### config.mk
export PLATFORM = sky130hd
export DESIGN_NAME = rcef_lane
export DESIGN_NICKNAME = d
export VERILOG_FILES = /design/src/rtl/core/rcef_pkg.sv /design/src/rtl/core/rcef_lane.sv
export SDC_FILE = /design/constraint.sdc
export NUM_CORES = 1
export LEC_CHECK = 0
export ABC_AREA = 0
export BUFFER_PORTS_ARGS = -buffer_cell sky130_fd_sc_hd__buf_2
export CAP_MARGIN = 5
export CORE_AREA = 4 4 53 55
export DETAILED_ROUTE_END_ITERATION = 8
export DIE_AREA = 0 0 57 59
export PLACE_DENSITY = 0.91
export SLEW_MARGIN = 20
export SYNTH_ARGS = -nofsm -noshare
export SYNTH_HDL_FRONTEND = slang
export SYNTH_SLANG_ARGS = --single-unit
export TNS_END_PERCENT = 30
### constraint.sdc
create_clock -name vclk -period 12.59
set_input_delay 0 -clock vclk [all_inputs]
set_output_delay 0 -clock vclk [all_outputs]
set_load 0.01 [all_outputs]
### src/rtl/core/rcef_pkg.sv
package rcef_pkg;

    localparam int PIX_W          = 8;
    localparam int ROW_W          = 10;
    localparam int OUT_COL_W      = 10;
    localparam int DIM_W          = 11;
    localparam int FIELD_CHANNELS = 3;
    localparam int MAX_HEIGHT     = 1024;
    localparam int MIN_DIM        = 3;
    localparam int APB_ADDR_W     = 3;
    localparam int APB_DATA_W     = 32;

    localparam logic [DIM_W-1:0] WIDTH_RESET  = 11'd640;
    localparam logic [DIM_W-1:0] HEIGHT_RESET = 11'd480;

    typedef enum logic {
        REG_WIDTH  = 1'b0,
        REG_HEIGHT = 1'b1
    } t_reg_idx;

    // per-pixel position flags handed from the counters to the datapath
    typedef struct packed {
        logic emit;
        logic last;
    } t_pos_flags;

endpackage

### src/rtl/core/rcef_lane.sv
module rcef_lane
    import rcef_pkg::*;
(
    input  logic [PIX_W-1:0] i_centre,
    input  logic [PIX_W-1:0] i_up,
    input  logic [PIX_W-1:0] i_down,
    input  logic [PIX_W-1:0] i_left,
    input  logic [PIX_W-1:0] i_right,
    output logic [PIX_W-1:0] o_min
);

    logic [PIX_W-1:0] m_ud;
    logic [PIX_W-1:0] m_lr;
    logic [PIX_W-1:0] m_cud;

    // small tree: two pairs first, then the center, then the last pair
    always_comb begin
        m_ud  = (i_up < i_down) ? i_up : i_down;
        m_lr  = (i_left < i_right) ? i_left : i_right;
        m_cud = (i_centre < m_ud) ? i_centre : m_ud;
        o_min = (m_cud < m_lr) ? m_cud : m_lr;
    end

endmodule

==> impl_metrics.py <==
metrics = {
    "run_status": {
        "status": "finished, final reports clean",
    },
    "worst_setup_path": {
        "crit_top_cell": "ha_1",
        "crit_chain": "buf_2, inv_1, ha_1, nand4_1, o31ai_4, mux2i_1, ha_1, a211oi_1, nor2_1, or3_1, o31ai_4, mux2i_1, inv_1, ha_1, a21o_1, a21o_1, a211oi_1, o31a_2, a41oi_4, mux2_4, buf_2",
        "critical-path-max-stage-delay_ps": 550,
        "path_buf_inv": 4,
        "start_kind": "input pin",
        "worstSetupEndpointType": "output port",
        "worstPathRequired_ps": 12590,
        "critical_path.top_delay_family": "compound AO/OA/AOI/OAI gates",
        "critPathArrivalTime_ps": 5180,
        "slowest_stage": "o31ai_4",
        "critPathKind": "input pin to output port",
        "critPathMaxFanout": 8,
    },
    "routing": {
        "firstDrtPassIters": 4,
        "drt_iter0_drc": 16,
        "wl_per_cell_um": 11.5,
        "vias": 1121,
        "drcViolationCount": 0,
        "wirelength_mm": 2.51,
        "ant_nets": 0,
        "viasPerCell": 5.14,
    },
    "global_routing": {
        "antenna_found_initial": 0,
        "grt.overflow.total": 0,
        "grt_pass1_wl_mm": 4.17,
        "grt_max_degree": 16,
        "grt_pass1_vias": 1060,
        "track_usage_pct": 14.6,
    },
    "power": {
        "power_density_nw_per_um2": 76.8,
        "ir_drop_mv": 0.0362,
        "p_leak_nw": 0.832,
    },
    "clock_network": {
        "cts_resized": 0,
        "cts_setup_buffers": 0,
        "cts_hold_buffers": 0,
    },
    "finish": {
        "fin_nets": 258,
        "area_growth_pct": 24.6,
        "final.fill_count": 251,
        "final-seq-area_um2": 0,
        "drive_gt1_share_pct": 29.3,
        "design_area_um2": 1390,
        "diodes": 0,
        "clkbuf_count": 0,
        "seq_cell_count": 0,
    },
    "sta": {
        "hold_viol": 0,
        "min_period_ps": 5180,
        "setup_tns_ps": 0,
        "drv_slew": 0,
        "max_freq_mhz": 193,
        "fin_crit_sh_pct": 41.1,
        "worstMarginPinSlew_ps": 969,
        "rsz0062_at_grt": "false",
        "finalSetupViolCount": 0,
        "slew_headroom_pct": 35.1,
    },
    "hold_path": {
        "worst_hold_path_type": "input pin to output port",
    },
    "synth": {
        "synthCells": 141,
        "syn_avg_cell_area_um2": 7.89,
        "ys_warn_count": 0,
        "synthTopCellsByCount": "inv_1, ha_1, mux2i_1, a21oi_1, nor2_1",
        "ys_top_cells_by_area": "ha_1, mux2i_1, inv_1, a21oi_1, o31ai_4",
        "yosysTopAreaCell": "ha_1",
        "synth.cell_area_um2": 1110,
        "syn_nets": 209,
        "ys_seq_area_share_pct": 0,
        "synth_most_common_cell": "inv_1",
        "synth_cell_type_count": 24,
        "synth_top_area_share_pct": 31.5,
    },
    "floorplan": {
        "initial_core_util_pct": 46.6,
        "io_pins": 48,
        "dieHeight_um": 59,
        "rows": 18,
        "core-area_um2": 2390,
        "dieArea_um2": 3360,
        "die_x_um": 57,
    },
    "placement": {
        "hpwl_mm": 2.41,
        "place_area_um2": 1390,
        "gp_congestion": 0.794,
        "port_buffers": 48,
    },
    "run": {
        "max-cap-violations": 0,
    },
}
layout make-up:
class	count	area (um^2)	area share, %
Inverter	30	113	8.12
Multi-Input combinational cell	110	996	71.8
Tap cell	30	37.5	2.71
Timing Repair Buffer	48	240	17.3
cells by family (layout without fill, tap and decap cells):
| logic type | count (synthesis) | count (layout) | synth area share, % |
|---|---|---|---|
| compound gates | 35 | 35 | 26.3 |
| fa+ha+maj | 28 | 28 | 31.5 |
| buf+inv | 31 | 78 | 10.5 |
| mux | 24 | 24 | 22.2 |
| simple gates | 23 | 23 | 9.56 |
cell usage in the layout, fill, tap and decap left out:
cell and n:
o211ai_1 1, o31a_2 1, o21a_1 4, nand4_1 3, a211oi_1 3, nand2b_1 2, buf_2 48, o21ai_0 4
a211o_1 1, mux2i_1 22, inv_1 30, a2111oi_4 1, ha_1 28, o31ai_4 2, a21oi_1 13, nor2_1 11
nor2b_1 1, or3_1 2, mux2_2 1, a2111oi_0 1, nand2_1 4, a21o_1 3, a41oi_4 1, mux2_4 1
path summary, 6_finish.rpt:
kind	start	endpoint	slack (ps)	depth (start not counted)
worst max-delay path	i_down[7]	o_min[0]	7410	21
worst min-delay path	i_centre[1]	o_min[1]	430	4
where the power goes:
part	total (W)	leakage (nW)	internal, W	switching [W]
Clock	0	0	0	0
Sequential	0	0	0	0
Combinational	0.000106	0.832	0.0000504	0.0000560
Total	0.000106	0.832	0.0000504	0.0000560
metal layers:
layer	track usage [%]	part of all wire (%)	wire length, um	vias to the layer above
met5	0	0	0	-
met4	0	0	0	0
met3	0.436	6.1	154	0
met2	29.5	52	1310	31
met1	18.1	42	1050	489
li1	-	-	-	601
through the flow:
stage / std cells / power (W) / utilization [%] / setup WS, ps / hold slack (ps)
floorplan: 141 / 0.0000779 / - / 7950 / 269
global placement: 218 / 0.000105 / 58.1 / 7540 / 436
detailed placement: 218 / 0.000108 / 58.1 / 7370 / 437
CTS: 218 / 0.000108 / 58.1 / 7370 / 437
global route: 218 / 0.000119 / 58.1 / 7030 / 473
finish: 218 / 0.000106 / 58.1 / 7410 / 434
No activity file was read; power rests on OpenSTA's default activity.
