File: src/rtl/core/rcef_pkg.sv
package rcef_pkg;

    localparam int PIX_W          = 8;
    localparam int ROW_W          = 10;
    localparam int OUT_COL_W      = 10;
    localparam int DIM_W          = 11;
    localparam int FIELD_CHANNELS = 3;
    localparam int MAX_HEIGHT     = 1024;
    localparam int MIN_DIM        = 3;
    localparam int APB_ADDR_W     = 3;
    localparam int APB_DATA_W     = 32;

    localparam logic [DIM_W-1:0] WIDTH_RESET  = 11'd640;
    localparam logic [DIM_W-1:0] HEIGHT_RESET = 11'd480;

    typedef enum logic {
        REG_WIDTH  = 1'b0,
        REG_HEIGHT = 1'b1
    } t_reg_idx;

    // per-pixel position flags handed from the counters to the datapath
    typedef struct packed {
        logic emit;
        logic last;
    } t_pos_flags;

endpackage

File: src/rtl/core/rcef_pos_ctrl.sv
module rcef_pos_ctrl
    import rcef_pkg::*;
#(
    parameter int MAX_WIDTH = 1024,
    parameter int AW        = $clog2(MAX_WIDTH)
) (
    input  logic             i_clk,
    input  logic             i_rst_n,
    input  logic             i_step,
    input  logic [DIM_W-1:0] i_width,
    input  logic [DIM_W-1:0] i_height,
    output logic [ROW_W-1:0] o_row,
    output logic [AW-1:0]    o_col,
    output t_pos_flags       o_flags
);

    localparam int CW = (AW + 1 > DIM_W) ? AW + 1 : DIM_W;
    localparam int HW = DIM_W;

    localparam logic [CW-1:0] MAX_W_C = CW'(MAX_WIDTH);
    localparam logic [CW-1:0] MIN_W_C = CW'(MIN_DIM);
    localparam logic [HW-1:0] MAX_H_C = HW'(MAX_HEIGHT);
    localparam logic [HW-1:0] MIN_H_C = HW'(MIN_DIM);

    logic [AW-1:0]    r_col;
    logic [ROW_W-1:0] r_row;
    logic [AW-1:0]    n_col;
    logic [ROW_W-1:0] n_row;

    logic [CW-1:0] width_x;
    logic [CW-1:0] w_eff;
    logic [HW-1:0] h_eff;
    logic          wrap_pre;
    logic [HW-1:0] row_pre;
    logic [ROW_W-1:0] row_cur;
    logic [AW-1:0] col_cur;
    logic [CW-1:0] col_x;
    logic [CW-1:0] col_nx;
    logic [HW-1:0] row_nx;

    always_comb begin
        width_x = CW'(i_width);
        if (width_x < MIN_W_C) begin
            w_eff = MIN_W_C;
        end else if (width_x > MAX_W_C) begin
            w_eff = MAX_W_C;
        end else begin
            w_eff = width_x;
        end
        if (i_height < MIN_H_C) begin
            h_eff = MIN_H_C;
        end else if (i_height > MAX_H_C) begin
            h_eff = MAX_H_C;
        end else begin
            h_eff = i_height;
        end

        // counters left beyond a shrunk limit wrap before use
        wrap_pre = CW'(r_col) >= w_eff;
        row_pre  = HW'(r_row) + HW'(wrap_pre);
        col_cur  = wrap_pre ? '0 : r_col;
        row_cur  = (row_pre >= h_eff) ? '0 : row_pre[ROW_W-1:0];
        col_x    = CW'(col_cur);

        o_flags.emit = (row_cur >= ROW_W'(2)) && (col_cur != '0)
                       && (col_x <= w_eff - CW'(2));
        o_flags.last = (HW'(row_cur) == h_eff - HW'(1)) && (col_x == w_eff - CW'(2));

        col_nx = col_x + CW'(1);
        row_nx = HW'(row_cur) + HW'(1);
        if (col_nx >= w_eff) begin
            n_col = '0;
            n_row = (row_nx >= h_eff) ? '0 : row_nx[ROW_W-1:0];
        end else begin
            n_col = col_nx[AW-1:0];
            n_row = row_cur;
        end
    end

    always_ff @(posedge i_clk) begin
        if (!i_rst_n) begin
            r_col <= '0;
            r_row <= '0;
        end else if (i_step) begin
            r_col <= n_col;
            r_row <= n_row;
        end
    end

    assign o_row = row_cur;
    assign o_col = col_cur;

endmodule

File: config.mk
export PLATFORM = sky130hd
export DESIGN_NAME = rcef_pos_ctrl
export DESIGN_NICKNAME = d
export VERILOG_FILES = /design/src/rtl/core/rcef_pkg.sv /design/src/rtl/core/rcef_pos_ctrl.sv
export SDC_FILE = /design/constraint.sdc
export NUM_CORES = 1
export LEC_CHECK = 0
export ABC_CLOCK_PERIOD_IN_PS = 9000
export BUFFER_PORTS_ARGS = -buffer_cell sky130_fd_sc_hd__buf_2
export CORE_MARGIN = 2
export CORE_UTILIZATION = 42
export DETAILED_ROUTE_END_ITERATION = 6
export GPL_TIMING_DRIVEN = 0
export SYNTH_ARGS = -nofsm -noshare
export SYNTH_HDL_FRONTEND = slang
export SYNTH_SLANG_ARGS = --single-unit
File: constraint.sdc
create_clock -name i_clk -period 9 [get_ports i_clk]
set_clock_uncertainty 0.05 [all_clocks]
set_input_delay 0.9 -clock i_clk [delete_from_list [all_inputs] [get_ports i_clk]]
set_output_delay 0.9 -clock i_clk [all_outputs]
set_load 0.02 [all_outputs]
==> results.tsv <==
stage	metric	value	unit
clock_network	TritonCTS clock tree	yes	
grt	Total GRT Usage	23.0	%
yosys	Synth Flop Type	dfxtp_1	
worst_setup_path	Critical Path RT	9120	ps
yosys	Mapped Nets	585	
yosys	mapped cell area	0.00356	mm²
yosys	number of distinct library cells after synthesis	61	
worst_setup_path	CP peak stage delay	540	ps
routing	first drt pass iteration count	4	
placement	DP Wirelength	8.40	mm
worst_setup_path	CP startpoint kind	primary input	
layout	Layout area overhead	20.5	%
pwr	leakage	2.04	nW
yosys	Syn. warnings	0	
placement	GPL Wtd Cong	0.860	
clock_network	H-tree levels	1	
yosys	Post-synth EDFFs	0	
routing	drt wl/cell	15.8	µm
timing	Slew Viols, Final	0	
routing	residual DRC count	0	
floorplanning	die width	96.1	µm
worst_setup_path	kind of critical path	in -> reg	
timing	Final Hold Fails	0	
timing	Fmax	116	MHz
layout	most frequent cells in the layout	ha_1 (57), nand2_1 (56), buf_2 (45)	
routing	Antenna Violating Nets Remaining	0	
outcome	outcome	completed	
floorplanning	number of cell rows	33	
clock_network	Clk Latency, worst-skew pair	270	ps
pwr	internal power	0.215	mW
grt	first-pass GRT wire length	16.8	mm
grt	grt ovf	0	
clock_network	Max Buffers Root-to-Sink	2	
floorplanning	chip height	96.1	µm
layout	nets@finish	646	
layout	fill count	845	
layout	most common cell after layout, fill and taps aside	ha_1	
routing	uppermost layer routed	met4	
pwr	Logic pwr share	45.2	%
worst_setup_path	critical path's slowest cell	or4_1	
pwr	Clock power frac	26.9	%
grt	initial antenna violation count	0	
floorplanning	Die ar.	0.00923	mm²
routing	WL met3	254	µm
timing	hold_ws	493	ps
grt	pin count of the biggest net entering global routing	13	
pwr	P_sw	0.131	mW
floorplanning	Core Area	0.00822	mm²
routing	WL met1	4.64	mm
layout	layout cells sized above 1	19.0	%
pwr	Max rail drop VDD	0.0412	mV
pwr	Net Sw Frac	37.9	%
floorplanning	Top-Level Pins	47	
worst_setup_path	CP Capture Type	register	
pwr	PwrDens	80.7	mW/mm²
timing	transition time at the pin with the least slew margin	696	ps
routing	DR WL met2	5.33	mm
routing	DRT iter0 DRCs	140	
timing	Worst slew margin	53.0	%
worst_setup_path	Crit Path Max Fanout	10	
clock_network	clock sinks	20	
timing	Tmin final	8630	ps
job	max-cap check violation count	0	
clock_network	Clock transition at path regs	90	ps
timing	final worst path period share	95.9	%
yosys	post-synthesis sequential area ratio	11.2	%
placement	IO buf count	45	
clock_network	Root Driver	clkbuf_8	
placement	dpl cell area	0.00392	mm²
grt	vias in the first global route	3582	
yosys	Synth Area per Inst	7.14	µm²
layout	Ant. Diodes	0	
yosys	Async SR Flop Fraction	0	%
layout	fin area	0.00429	mm²
routing	DR vias	3789	
min_path	Min-Delay Path Class	reg -> reg	
routing	routed wire length	10.5	mm
layout	Post-Layout Cell Count	664	
clock_network	CTS Buf Count	3	
timing	final setup vio count	0	
floorplanning	Initial Util	43.4	%
yosys	Yosys reg bits	20	
routing	via-per-instance ratio	5.71	
yosys	Syn Inst Count	499	
pwr	Sequential Power Share	27.9	%
worst_setup_path	crit path DAT	8750	ps
placement	Inst Count DP	649	
-- registers in the layout, indices dropped and copies added, names as in the netlist --
signal / count
r_col: 10
r_row: 10
-- per-layer routing --
layer | up-vias | global-route usage [%]
li1 | 1938 | -
met1 | 1760 | 27.0
met2 | 69 | 42.9
met3 | 22 | 1.41
met4 | 0 | 9.40
met5 | - | 0
-- critical path: cells and delay by family --
family | cells | cell delay, ps
AO/OA/AOI/OAI | 11 | 2120
XOR/XNOR | 1 | 170
adder cells (fa/ha/maj) | 5 | 1300
buffers and inverters | 6 | 660
AND/OR/NAND/NOR | 18 | 3580
-- Yosys cell counts (5+ instances only) --
library cell | count | area [µm²]
nor4_1 | 7 | 43.8
o31ai_1 | 5 | 37.5
ha_1 | 61 | 763
and2_1 | 9 | 56.3
dfxtp_1 | 20 | 400
clkbuf_1 | 14 | 52.6
inv_1 | 27 | 101
nand2b_1 | 7 | 43.8
xnor2_1 | 21 | 184
nor2_1 | 44 | 165
nand3_1 | 24 | 120
xor2_1 | 10 | 87.6
nor3_1 | 14 | 70.1
and3_1 | 12 | 75.1
a21boi_0 | 5 | 37.5
a21o_1 | 9 | 67.6
a31oi_1 | 5 | 31.3
o21ai_0 | 34 | 170
or3_1 | 6 | 37.5
nand2_1 | 63 | 236
a21oi_1 | 28 | 140
nor2b_1 | 7 | 43.8
a41o_1 | 6 | 60.1
a211oi_1 | 6 | 45.0
-- stage by stage --
| stage | TNS, ps | util [%] | power, mW | setup WS [ps] |
|---|---|---|---|---|
| floorplan | 0 | - | 0.196 | 41.3 |
| global placement | -12760 | 47.7 | 0.236 | -1410 |
| detailed placement | -12400 | 47.7 | 0.238 | -1400 |
| CTS | 0 | 50.3 | 0.339 | 9.64 |
| global route | -32.3 | 52.3 | 0.371 | -29.7 |
| finish | 0 | 52.3 | 0.347 | 366 |
-- what timing repair did --
item / in CTS / in global routing
setup buffers: 7 / 4
hold buffers: 0 / 0
pin swaps: 7 / 9
resized for setup: 20 / 31
hold endpoints to repair: 0 / 0
endpoints found under the setup margin: 12 / 10
-- power groups by stage --
| stage | sequential, mW | combinational, mW | clock [mW] |
|---|---|---|---|
| final | 0.0967 | 0.157 | 0.0933 |
| after global routing | 0.0976 | 0.176 | 0.0981 |
| after CTS | 0.0960 | 0.149 | 0.0945 |
| after detailed placement | 0.0978 | 0.141 | 0 |
| after global placement | 0.0976 | 0.139 | 0 |
| after floorplan | 0.0966 | 0.0994 | 0 |
-- cell families (layout without fill, tap and decap cells) --
| group | count (synthesis) | after routing | share of synthesized area (%) |
|---|---|---|---|
| and+or+nand+nor | 214 | 214 | 30.3 |
| AOI/OAI and AO/OA | 123 | 123 | 22.6 |
| adders and majority gates | 61 | 61 | 21.4 |
| buffers and inverters | 45 | 105 | 4.74 |
| xor gates and xnor gates | 33 | 33 | 8.85 |
| DFF | 20 | 20 | 11.2 |
| muxes | 3 | 3 | 0.878 |
-- worst paths after layout --
kind | start | end | slack (ps) | depth (start not counted)
max | i_width[3] | r_row[7] | 370 | 41
min | r_row[9] | r_row[9] | 490 | 1
max reg2reg | r_col[0] | r_row[7] | 1960 | 35
min reg2reg | r_row[9] | r_row[9] | 490 | 1
-- layout make-up --
| type | count | area (µm²) | area share [%] |
|---|---|---|---|
| inverter | 30 | 118 | 2.74 |
| clock buffer | 3 | 41.3 | 0.962 |
| tap | 105 | 131 | 3.06 |
| timing repair buffer | 56 | 308 | 7.17 |
| sequential | 20 | 400 | 9.32 |
| multi-input combinational | 434 | 3190 | 74.2 |
| clock inverter | 1 | 30.0 | 0.699 |
| buffer | 15 | 77.6 | 1.81 |
No activity file was read; power rests on OpenSTA's default activity.
